$ cat config.mk
export PLATFORM = sky130hd
export DESIGN_NAME = mhas_packet_deframer_top
export DESIGN_NICKNAME = d
export VERILOG_FILES = /design/src/rtl/core/mhd_pkg.sv /design/src/rtl/core/mhd_front.sv /design/src/rtl/core/mhd_queue.sv /design/src/rtl/core/mhas_packet_deframer_top.sv
export SDC_FILE = /design/constraint.sdc
export NUM_CORES = 1
export LEC_CHECK = 0
export BUFFER_PORTS_ARGS = -buffer_cell sky130_fd_sc_hd__buf_2
export CAP_MARGIN = 20
export CORE_MARGIN = 5
export CORE_UTILIZATION = 62
export CTS_CLUSTER_DIAMETER = 80
export DETAILED_ROUTE_END_ITERATION = 7
export GPL_TIMING_DRIVEN = 0
export PLACE_DENSITY_LB_ADDON = 0.1
export SLEW_MARGIN = 25
export SYNTH_ARGS = -nofsm -noshare
export SYNTH_HDL_FRONTEND = slang
export SYNTH_SLANG_ARGS = --single-unit
$ cat constraint.sdc
create_clock -name aclk -period 6.4 [get_ports aclk]
set_clock_uncertainty 0.15 [all_clocks]
set_input_delay 0.96 -clock aclk [delete_from_list [all_inputs] [get_ports aclk]]
set_output_delay 0.96 -clock aclk [all_outputs]
set_load 0.05 [all_outputs]
$ cat src/rtl/core/mhd_pkg.sv
package mhd_pkg;

    localparam int BYTE_W   = 8;
    localparam int KIND_W   = 2;
    localparam int TYPE_W   = 10;
    localparam int LABEL_W  = 33;
    localparam int LEN_W    = 26;
    localparam int ACC_W    = 27;
    localparam int TDATA_W  = 80;
    localparam int QUEUE_DEPTH = 2;

    localparam logic [KIND_W-1:0] KIND_HEADER  = 2'd0;
    localparam logic [KIND_W-1:0] KIND_PAYLOAD = 2'd1;
    localparam logic [KIND_W-1:0] KIND_HDR_END = 2'd2;

    // escape patterns of each header part
    localparam logic [2:0]  T0_ESC   = 3'b111;
    localparam logic [1:0]  L0_ESC   = 2'b11;
    localparam logic [7:0]  PART8_ESC = 8'hFF;
    localparam logic [10:0] N0_ESC   = 11'h7FF;
    localparam logic [23:0] N24_ESC  = 24'hFFFFFF;

    // index of the final byte in a run of whole middle bytes
    localparam logic [1:0]  MID_LAST = 2'd2;

    // Header byte positions. Part boundaries fall at fixed bit offsets
    // within a byte, so each state knows where the fields of the byte lie.
    typedef enum logic [2:0] {
        ST_T0,      // type part 0 in [7:5]
        ST_T_LO,    // low 3 bits of an 8-bit type part in [7:5]
        ST_L1_LO,   // low 5 bits of label part 1 in [7:3]
        ST_L2_MID,  // whole bytes of label part 2
        ST_L2_LO,   // low 5 bits of label part 2 in [7:3]
        ST_N0_LO,   // low 8 bits of length part 0
        ST_N_MID,   // whole bytes of a 24-bit length part
        ST_PAY      // payload words
    } hdr_state_t;

    typedef struct packed {
        logic [KIND_W-1:0]  kind;
        logic [TYPE_W-1:0]  ptype;
        logic [LABEL_W-1:0] label;
        logic [LEN_W-1:0]   length;
        logic [BYTE_W-1:0]  pbyte;
        logic               last;
        logic               trunc;
    } result_t;

endpackage

$ cat src/rtl/core/mhd_front.sv
module mhd_front (
    input  logic                        aclk,
    input  logic                        aresetn,
    input  logic                        in_valid,
    output logic                        in_ready,
    input  logic [mhd_pkg::BYTE_W-1:0]  in_byte,
    input  logic                        in_end,
    output logic                        res_valid,
    input  logic                        res_ready,
    output mhd_pkg::result_t            res
);

    mhd_pkg::hdr_state_t state_reg, state_next;
    logic                esc3_reg, esc3_next;
    logic [1:0]          cnt_reg, cnt_next;

    logic [mhd_pkg::ACC_W-1:0]   acc_reg, acc_next;
    logic [mhd_pkg::TYPE_W-1:0]  type_reg, type_next;
    logic [mhd_pkg::LABEL_W-1:0] label_reg, label_next;
    logic [mhd_pkg::LEN_W-1:0]   len_reg, len_next;
    logic [mhd_pkg::LEN_W-1:0]   remain_reg, remain_next;

    logic        accept;
    logic [2:0]  t0;
    logic [1:0]  l0;
    logic [7:0]  t_part;
    logic [7:0]  l1_part;
    logic [31:0] l2_part;
    logic [10:0] n0_part;
    logic [23:0] n_part;
    logic [mhd_pkg::TYPE_W-1:0]  type_sum;
    logic [mhd_pkg::LABEL_W-1:0] label_l1;
    logic [mhd_pkg::LABEL_W-1:0] label_l2;
    logic [mhd_pkg::LEN_W-1:0]   len_sum;
    logic [mhd_pkg::LEN_W-1:0]   len_final;
    logic [mhd_pkg::LEN_W-1:0]   remain_dec;
    logic t0_esc, l0_esc, tpart_esc, l1_esc, n0_esc, npart_esc;
    logic hdr_done, hdr_last;

    assign in_ready = res_ready;
    assign accept   = in_valid && res_ready;

    assign t0      = in_byte[7:5];
    assign l0      = in_byte[4:3];
    assign t_part  = {acc_reg[4:0], in_byte[7:5]};
    assign l1_part = {acc_reg[2:0], in_byte[7:3]};
    assign l2_part = {acc_reg[26:0], in_byte[7:3]};
    assign n0_part = {acc_reg[2:0], in_byte};
    assign n_part  = {acc_reg[15:0], in_byte};

    assign type_sum   = type_reg + mhd_pkg::TYPE_W'(t_part);
    assign label_l1   = label_reg + mhd_pkg::LABEL_W'(l1_part);
    assign label_l2   = label_reg + mhd_pkg::LABEL_W'(l2_part);
    assign len_sum    = len_reg + mhd_pkg::LEN_W'(n_part);
    assign remain_dec = remain_reg - mhd_pkg::LEN_W'(1);

    assign t0_esc    = (t0 == mhd_pkg::T0_ESC);
    assign l0_esc    = (l0 == mhd_pkg::L0_ESC);
    assign tpart_esc = !esc3_reg && (t_part == mhd_pkg::PART8_ESC);
    assign l1_esc    = (l1_part == mhd_pkg::PART8_ESC);
    assign n0_esc    = (n0_part == mhd_pkg::N0_ESC);
    assign npart_esc = !esc3_reg && (n_part == mhd_pkg::N24_ESC);

    assign hdr_done = ((state_reg == mhd_pkg::ST_N0_LO) && !n0_esc) ||
                      ((state_reg == mhd_pkg::ST_N_MID) && (cnt_reg == mhd_pkg::MID_LAST) &&
                       !npart_esc);
    assign len_final = (state_reg == mhd_pkg::ST_N0_LO) ? mhd_pkg::LEN_W'(n0_part) : len_sum;
    assign hdr_last  = (len_final == '0) || in_end;

    // next state
    always_comb begin
        state_next = state_reg;
        esc3_next  = esc3_reg;
        cnt_next   = cnt_reg;
        if (accept) begin
            unique case (state_reg)
                mhd_pkg::ST_T0: begin
                    if (t0_esc) begin
                        state_next = mhd_pkg::ST_T_LO;
                        esc3_next  = 1'b0;
                    end else begin
                        state_next = l0_esc ? mhd_pkg::ST_L1_LO : mhd_pkg::ST_N0_LO;
                    end
                end
                mhd_pkg::ST_T_LO: begin
                    if (tpart_esc) begin
                        esc3_next = 1'b1;
                    end else begin
                        state_next = l0_esc ? mhd_pkg::ST_L1_LO : mhd_pkg::ST_N0_LO;
                    end
                end
                mhd_pkg::ST_L1_LO: begin
                    if (l1_esc) begin
                        state_next = mhd_pkg::ST_L2_MID;
                        cnt_next   = 2'd0;
                    end else begin
                        state_next = mhd_pkg::ST_N0_LO;
                    end
                end
                mhd_pkg::ST_L2_MID: begin
                    if (cnt_reg == mhd_pkg::MID_LAST) begin
                        state_next = mhd_pkg::ST_L2_LO;
                    end else begin
                        cnt_next = cnt_reg + 2'd1;
                    end
                end
                mhd_pkg::ST_L2_LO: begin
                    state_next = mhd_pkg::ST_N0_LO;
                end
                mhd_pkg::ST_N0_LO: begin
                    if (n0_esc) begin
                        state_next = mhd_pkg::ST_N_MID;
                        esc3_next  = 1'b0;
                        cnt_next   = 2'd0;
                    end else begin
                        state_next = hdr_last ? mhd_pkg::ST_T0 : mhd_pkg::ST_PAY;
                    end
                end
                mhd_pkg::ST_N_MID: begin
                    if (cnt_reg != mhd_pkg::MID_LAST) begin
                        cnt_next = cnt_reg + 2'd1;
                    end else if (npart_esc) begin
                        esc3_next = 1'b1;
                        cnt_next  = 2'd0;
                    end else begin
                        state_next = hdr_last ? mhd_pkg::ST_T0 : mhd_pkg::ST_PAY;
                    end
                end
                mhd_pkg::ST_PAY: begin
                    if (remain_dec == '0) begin
                        state_next = mhd_pkg::ST_T0;
                    end
                end
                default: begin
                    state_next = mhd_pkg::ST_T0;
                end
            endcase
            // stream end always restarts parsing
            if (in_end) begin
                state_next = mhd_pkg::ST_T0;
            end
        end
    end

    // datapath and result
    always_comb begin
        acc_next    = acc_reg;
        type_next   = type_reg;
        label_next  = label_reg;
        len_next    = len_reg;
        remain_next = remain_reg;
        unique case (state_reg)
            mhd_pkg::ST_T0: begin
                type_next = mhd_pkg::TYPE_W'(t0);
                if (t0_esc) begin
                    acc_next = mhd_pkg::ACC_W'(in_byte[4:0]);
                end else begin
                    label_next = mhd_pkg::LABEL_W'(l0);
                    acc_next   = mhd_pkg::ACC_W'(in_byte[2:0]);
                end
            end
            mhd_pkg::ST_T_LO: begin
                type_next = type_sum;
                if (tpart_esc) begin
                    acc_next = mhd_pkg::ACC_W'(in_byte[4:0]);
                end else begin
                    label_next = mhd_pkg::LABEL_W'(l0);
                    acc_next   = mhd_pkg::ACC_W'(in_byte[2:0]);
                end
            end
            mhd_pkg::ST_L1_LO: begin
                label_next = label_l1;
                acc_next   = mhd_pkg::ACC_W'(in_byte[2:0]);
            end
            mhd_pkg::ST_L2_MID: begin
                acc_next = {acc_reg[mhd_pkg::ACC_W-mhd_pkg::BYTE_W-1:0], in_byte};
            end
            mhd_pkg::ST_L2_LO: begin
                label_next = label_l2;
                acc_next   = mhd_pkg::ACC_W'(in_byte[2:0]);
            end
            mhd_pkg::ST_N0_LO: begin
                len_next = mhd_pkg::LEN_W'(n0_part);
            end
            mhd_pkg::ST_N_MID: begin
                acc_next = {acc_reg[mhd_pkg::ACC_W-mhd_pkg::BYTE_W-1:0], in_byte};
                if (cnt_reg == mhd_pkg::MID_LAST) begin
                    len_next = len_sum;
                end
            end
            mhd_pkg::ST_PAY: begin
                remain_next = remain_dec;
            end
            default: begin
                acc_next = acc_reg;
            end
        endcase
        if (hdr_done) begin
            remain_next = len_final;
        end

        res_valid = accept && (hdr_done || (state_reg == mhd_pkg::ST_PAY) || in_end);
        priority if (state_reg == mhd_pkg::ST_PAY) begin
            res.kind   = mhd_pkg::KIND_PAYLOAD;
            res.ptype  = type_reg;
            res.label  = label_reg;
            res.length = len_reg;
            res.pbyte  = in_byte;
            res.last   = (remain_dec == '0) || in_end;
            res.trunc  = in_end && (remain_dec != '0);
        end else if (hdr_done) begin
            res.kind   = mhd_pkg::KIND_HEADER;
            res.ptype  = type_reg;
            res.label  = label_reg;
            res.length = len_final;
            res.pbyte  = '0;
            res.last   = hdr_last;
            res.trunc  = in_end && (len_final != '0);
        end else begin
            res.kind   = mhd_pkg::KIND_HDR_END;
            res.ptype  = '0;
            res.label  = '0;
            res.length = '0;
            res.pbyte  = '0;
            res.last   = 1'b1;
            res.trunc  = 1'b1;
        end
    end

    always_ff @(posedge aclk) begin
        if (!aresetn) begin
            state_reg <= mhd_pkg::ST_T0;
            esc3_reg  <= 1'b0;
            cnt_reg   <= 2'd0;
        end else begin
            state_reg <= state_next;
            esc3_reg  <= esc3_next;
            cnt_reg   <= cnt_next;
        end
    end

    always_ff @(posedge aclk) begin
        if (accept) begin
            acc_reg    <= acc_next;
            type_reg   <= type_next;
            label_reg  <= label_next;
            len_reg    <= len_next;
            remain_reg <= remain_next;
        end
    end

endmodule

$ cat src/rtl/core/mhd_queue.sv
module mhd_queue (
    input  logic             aclk,
    input  logic             aresetn,
    input  logic             in_valid,
    output logic             in_ready,
    input  mhd_pkg::result_t in_entry,
    output logic             out_valid,
    input  logic             out_ready,
    output mhd_pkg::result_t out_entry
);

    localparam int PTR_W = $clog2(mhd_pkg::QUEUE_DEPTH);
    localparam int CNT_W = $clog2(mhd_pkg::QUEUE_DEPTH + 1);

    mhd_pkg::result_t entry_mem [mhd_pkg::QUEUE_DEPTH];

    logic [PTR_W-1:0] wr_ptr_reg, wr_ptr_next;
    logic [PTR_W-1:0] rd_ptr_reg, rd_ptr_next;
    logic [CNT_W-1:0] count_reg, count_next;
    logic             push, pop;

    assign in_ready  = (count_reg != CNT_W'(mhd_pkg::QUEUE_DEPTH));
    assign out_valid = (count_reg != '0);
    assign out_entry = entry_mem[rd_ptr_reg];
    assign push      = in_valid && in_ready;
    assign pop       = out_valid && out_ready;

    always_comb begin
        wr_ptr_next = wr_ptr_reg;
        rd_ptr_next = rd_ptr_reg;
        count_next  = count_reg;
        if (push) begin
            wr_ptr_next = (wr_ptr_reg == PTR_W'(mhd_pkg::QUEUE_DEPTH - 1)) ? '0 :
                          wr_ptr_reg + PTR_W'(1);
        end
        if (pop) begin
            rd_ptr_next = (rd_ptr_reg == PTR_W'(mhd_pkg::QUEUE_DEPTH - 1)) ? '0 :
                          rd_ptr_reg + PTR_W'(1);
        end
        if (push && !pop) begin
            count_next = count_reg + CNT_W'(1);
        end else if (pop && !push) begin
            count_next = count_reg - CNT_W'(1);
        end
    end

    always_ff @(posedge aclk) begin
        if (!aresetn) begin
            wr_ptr_reg <= '0;
            rd_ptr_reg <= '0;
            count_reg  <= '0;
        end else begin
            wr_ptr_reg <= wr_ptr_next;
            rd_ptr_reg <= rd_ptr_next;
            count_reg  <= count_next;
        end
    end

    always_ff @(posedge aclk) begin
        if (push) begin
            entry_mem[wr_ptr_reg] <= in_entry;
        end
    end

endmodule

$ cat src/rtl/core/mhas_packet_deframer_top.sv
// A result word is registered in the output queue before it appears on m_.
// Throughput: one input word per cycle; the header parser decodes a whole byte per cycle.
// A two-word queue parts the parser from the output; input waits only while it holds two words.
// Reset: synchronous, active low; clears parser state and empties the queue at once.
module mhas_packet_deframer_top (
    input  logic                         aclk,
    input  logic                         aresetn,
    input  logic                         s_tvalid,
    output logic                         s_tready,
    input  logic [7:0]                   s_tdata,  // data_byte[7:0]
    input  logic                         s_tlast,  // stream_end
    output logic                         m_tvalid,
    input  logic                         m_tready,
    output logic [mhd_pkg::TDATA_W-1:0]  m_tdata,  // packet_type[9:0], packet_label[42:10],
                                                   // payload_length[68:43],
                                                   // payload_byte[76:69], truncated[77]
    output logic [mhd_pkg::KIND_W-1:0]   m_tuser,  // kind[1:0]
    output logic                         m_tlast   // last
);

    mhd_pkg::result_t front_res;
    mhd_pkg::result_t head;
    logic             front_valid;
    logic             queue_ready;

    mhd_front u_front (
        .aclk      (aclk),
        .aresetn   (aresetn),
        .in_valid  (s_tvalid),
        .in_ready  (s_tready),
        .in_byte   (s_tdata),
        .in_end    (s_tlast),
        .res_valid (front_valid),
        .res_ready (queue_ready),
        .res       (front_res)
    );

    mhd_queue u_queue (
        .aclk      (aclk),
        .aresetn   (aresetn),
        .in_valid  (front_valid),
        .in_ready  (queue_ready),
        .in_entry  (front_res),
        .out_valid (m_tvalid),
        .out_ready (m_tready),
        .out_entry (head)
    );

    assign m_tdata = {2'b00, head.trunc, head.pbyte, head.length, head.label, head.ptype};
    assign m_tuser = head.kind;
    assign m_tlast = head.last;

endmodule

==> impl_metrics.ini <==
[setup_path]
start_kind = primary input
critPathMaxStageDelay_ns = 0.97
critical_path.top_delay_family = compound AO/OA/AOI/OAI gates
critPathBufInv = 2
critPathRequiredTime_ns = 6.70
path_class = in -> reg
path_cells = buf_2 > ha_1 > inv_1 > fa_1 > nor2b_1 > o311ai_1 > a211oi_1 > nor2_1 > xnor2_1 > a2111oi_0 > o21ai_0 > nor4_1 > o311ai_0 > a32o_1
cp_slowest_cell = a2111oi_0
path_max_fanout = 7
cp.arrival_ns = 5.46
cp-end-kind = flip-flop

[drt]
drt-total-wl_um = 39900
drtIter0Drc = 981
ant_nets = 0
dr.pass1.iters = 5
num_vias = 11896
drc_errors = 0
wl_per_cell_um = 20.5
avgViaCountPerCell = 6.10

[power_and_ir_drop]
intPower_mw = 4.31
pwr-share-clk = 0.260
powerDensity_nw_per_um2 = 370
swShare = 0.372
p_total_mw = 6.86
switchingPower_mw = 2.55
power.combinational.fraction = 0.365
p_seq_frac = 0.375
p_leak_nw = 6.89
ir_drop_mv = 0.338

[floorplan]
rows = 59
start_util = 0.629
fp.dieW_um = 172
io_pins = 98
die_y_um = 172
coreArea_um2 = 26000
fp.dieArea_um2 = 29700

[synthesis]
synth_top_cell_area_share = 0.522
synth-seq-cells = 295
synth.area.top_cells = edfxtp_1, mux2_2, ha_1, nor2_1, o21ai_0
synthDistinctLibCells = 83
ys_seq_area_frac = 0.536
synth.avg_cell_area_um2 = 11.2
yosysWarnings = 0
synth_area_um2 = 16300
synth_ff_type = edfxtp_1
syn_inst = 1452
synth-async-reset-ratio = 0
yosys.area.top_type = edfxtp_1
synth_enable_flop_cells = 284

[global_routing]
grt_pass1_vias = 11821
antenna_found_initial = 0
grt_max_degree = 25
grt_pass1_wl_um = 63000
overflow = 0
grt_usage = 0.270

[place]
gp_congestion = 0.926
hpwl_um = 29600
port_buffers = 95
dp.cells = 1893

[cells_and_area]
final_layout_size_suffix_gt1_frac = 0.174
largest_reg_flops = 162
final_nets = 1676
area_growth_pct = 13.6
utilization = 0.714
diodes = 0
fin_cells = 1949

[timing]
finalHoldViolCount = 0
finalSetupViolations = 0
worst_pin_slew_ns = 1.05
grt_setup_unrepaired = false
clock.fmax_mhz = 194
hold_slack_ns = 0.356
tns_ns = 0
period_share = 0.807
period_needed_ns = 5.17
drv_slew = 0
slew_headroom = 0.278

[cts]
htreeDepth = 1
cts_hold_buf = 0
cts_setup_buffers = 0
cts_tree = built
cts_root_buffer = clkbuf_16
numCtsBuffers = 30
clk_pin_slew_ns = 0.06
cts-resized-gates = 0
cts.sinks = 295
clk_path_buf_depth = 3
clock_latency_ns = 0.56

[min_path]
hp-class = reg -> reg

[job]
drv_cap = 0

[outcome]
status = complete, no violations
cell type report:
class	instances	area, µm²
sequential	295	8750
fill	1854	7420
multi-input combinational	1061	7220
clock buffer	36	795
timing repair buffer	105	736
tap	335	419
buffer	62	297
clock inverter	20	218
inverter	35	131
cell usage in the layout, fill, tap and decap left out, drive strengths merged, types with 5 or more instances in the layout:
cell and count:
edfxtp 284, nor2 132, nand2 118, buf 111, o21ai 92, clkbuf 92
mux2 85, a21oi 78, ha 70, and2 66, nor2b 52, xor2 40
inv 35, xnor2 35, nand3 30, nor3 27, a21o 16, nand4 14
o21a 14, nor4 13, a211oi 12, o21bai 12, or2 11, o22ai 11
dfxtp 11, o211ai 10, clkinv 10, nand2b 9, a21boi 7, mux2i 7
or3 7, and3 7, a31oi 7, clkinvlp 6, o31ai 5, a211o 5
power groups by stage:
stage | Combinational (mW) | Clock [mW] | Sequential, mW
global placement | 2.38 | 0 | 2.63
detailed placement | 2.49 | 0 | 2.61
finish | 2.50 | 1.78 | 2.58
CTS | 2.51 | 1.81 | 2.57
floorplan | 1.90 | 0 | 2.55
global route | 2.71 | 1.90 | 2.60
worst register-to-register path, stage by stage (launching register included):
cell and delay, ns:
edfxtp_1 0.35, ha_1 0.21, inv_1 0.07, fa_1 0.44, nor2b_1 0.23, o311ai_1 0.18
a211oi_1 0.48, nor2_1 0.16, xnor2_1 0.21, a2111oi_0 0.97, o21ai_0 0.43, nor4_1 0.49
o311ai_0 0.19, a32o_1 0.28
metal layers:
| layer | vias up | GRT usage | wire length (µm) |
|---|---|---|---|
| met5 | - | 0 | 0 |
| met4 | 0 | 0.0882 | 1330 |
| met3 | 87 | 0.0350 | 2250 |
| met2 | 386 | 0.479 | 20100 |
| met1 | 5756 | 0.344 | 16300 |
| li1 | 5667 | - | - |
Yosys cell counts (13+ instances only):
cell	count
a21oi_1	77
nor4_1	13
o21a_1	14
nand4_1	14
a21o_1	16
o21ai_0	91
nor3_1	27
ha_1	70
xnor2_1	34
clkbuf_1	50
nand2_1	118
inv_1	35
nor2_1	132
and2_1	65
mux2_2	85
edfxtp_1	284
nand3_1	30
nor2b_1	52
xor2_1	40
path summary, 6_finish.rpt:
check                                                      from                                 to  slack [ns]  cells past startpoint
worst max-delay path                                 s_tdata[0]  u_front.state_reg[2]$_SDFFE_PN0P_        1.23                     14
worst min-delay path            u_front.cnt_reg[1]$_SDFFE_PN0P_    u_front.cnt_reg[1]$_SDFFE_PN0P_        0.36                      2
worst max register to register     u_front.len_reg[0]$_DFFE_PP_  u_front.state_reg[2]$_SDFFE_PN0P_        1.46                     13
worst min register to register  u_front.cnt_reg[1]$_SDFFE_PN0P_    u_front.cnt_reg[1]$_SDFFE_PN0P_        0.36                      2
stage by stage:
stage | cell area, µm² | setup slack [ns]
4_1_cts | 18600 | 1.38
6_report | 18600 | 1.23
3_3_place_gp | 17200 | -2.57
3_5_place_dp | 17600 | 0.803
5_1_grt | 18600 | 1.12
2_1_floorplan | 16300 | 0.425
logic make-up (layout without fill, tap and decap cells):
logic type | count (synthesis) | after routing | share of synthesized area
AO/OA/AOI/OAI | 313 | 313 | 0.122
XOR/XNOR | 75 | 75 | 0.0407
adder cells (fa/ha/maj) | 73 | 73 | 0.0573
buffers and inverters | 97 | 258 | 0.0262
flip-flops | 295 | 295 | 0.536
multiplexers | 92 | 92 | 0.0629
other | 1 | 2 | 0.000230
AND/OR/NAND/NOR | 506 | 506 | 0.155
No activity file was read; power rests on OpenSTA's default activity.
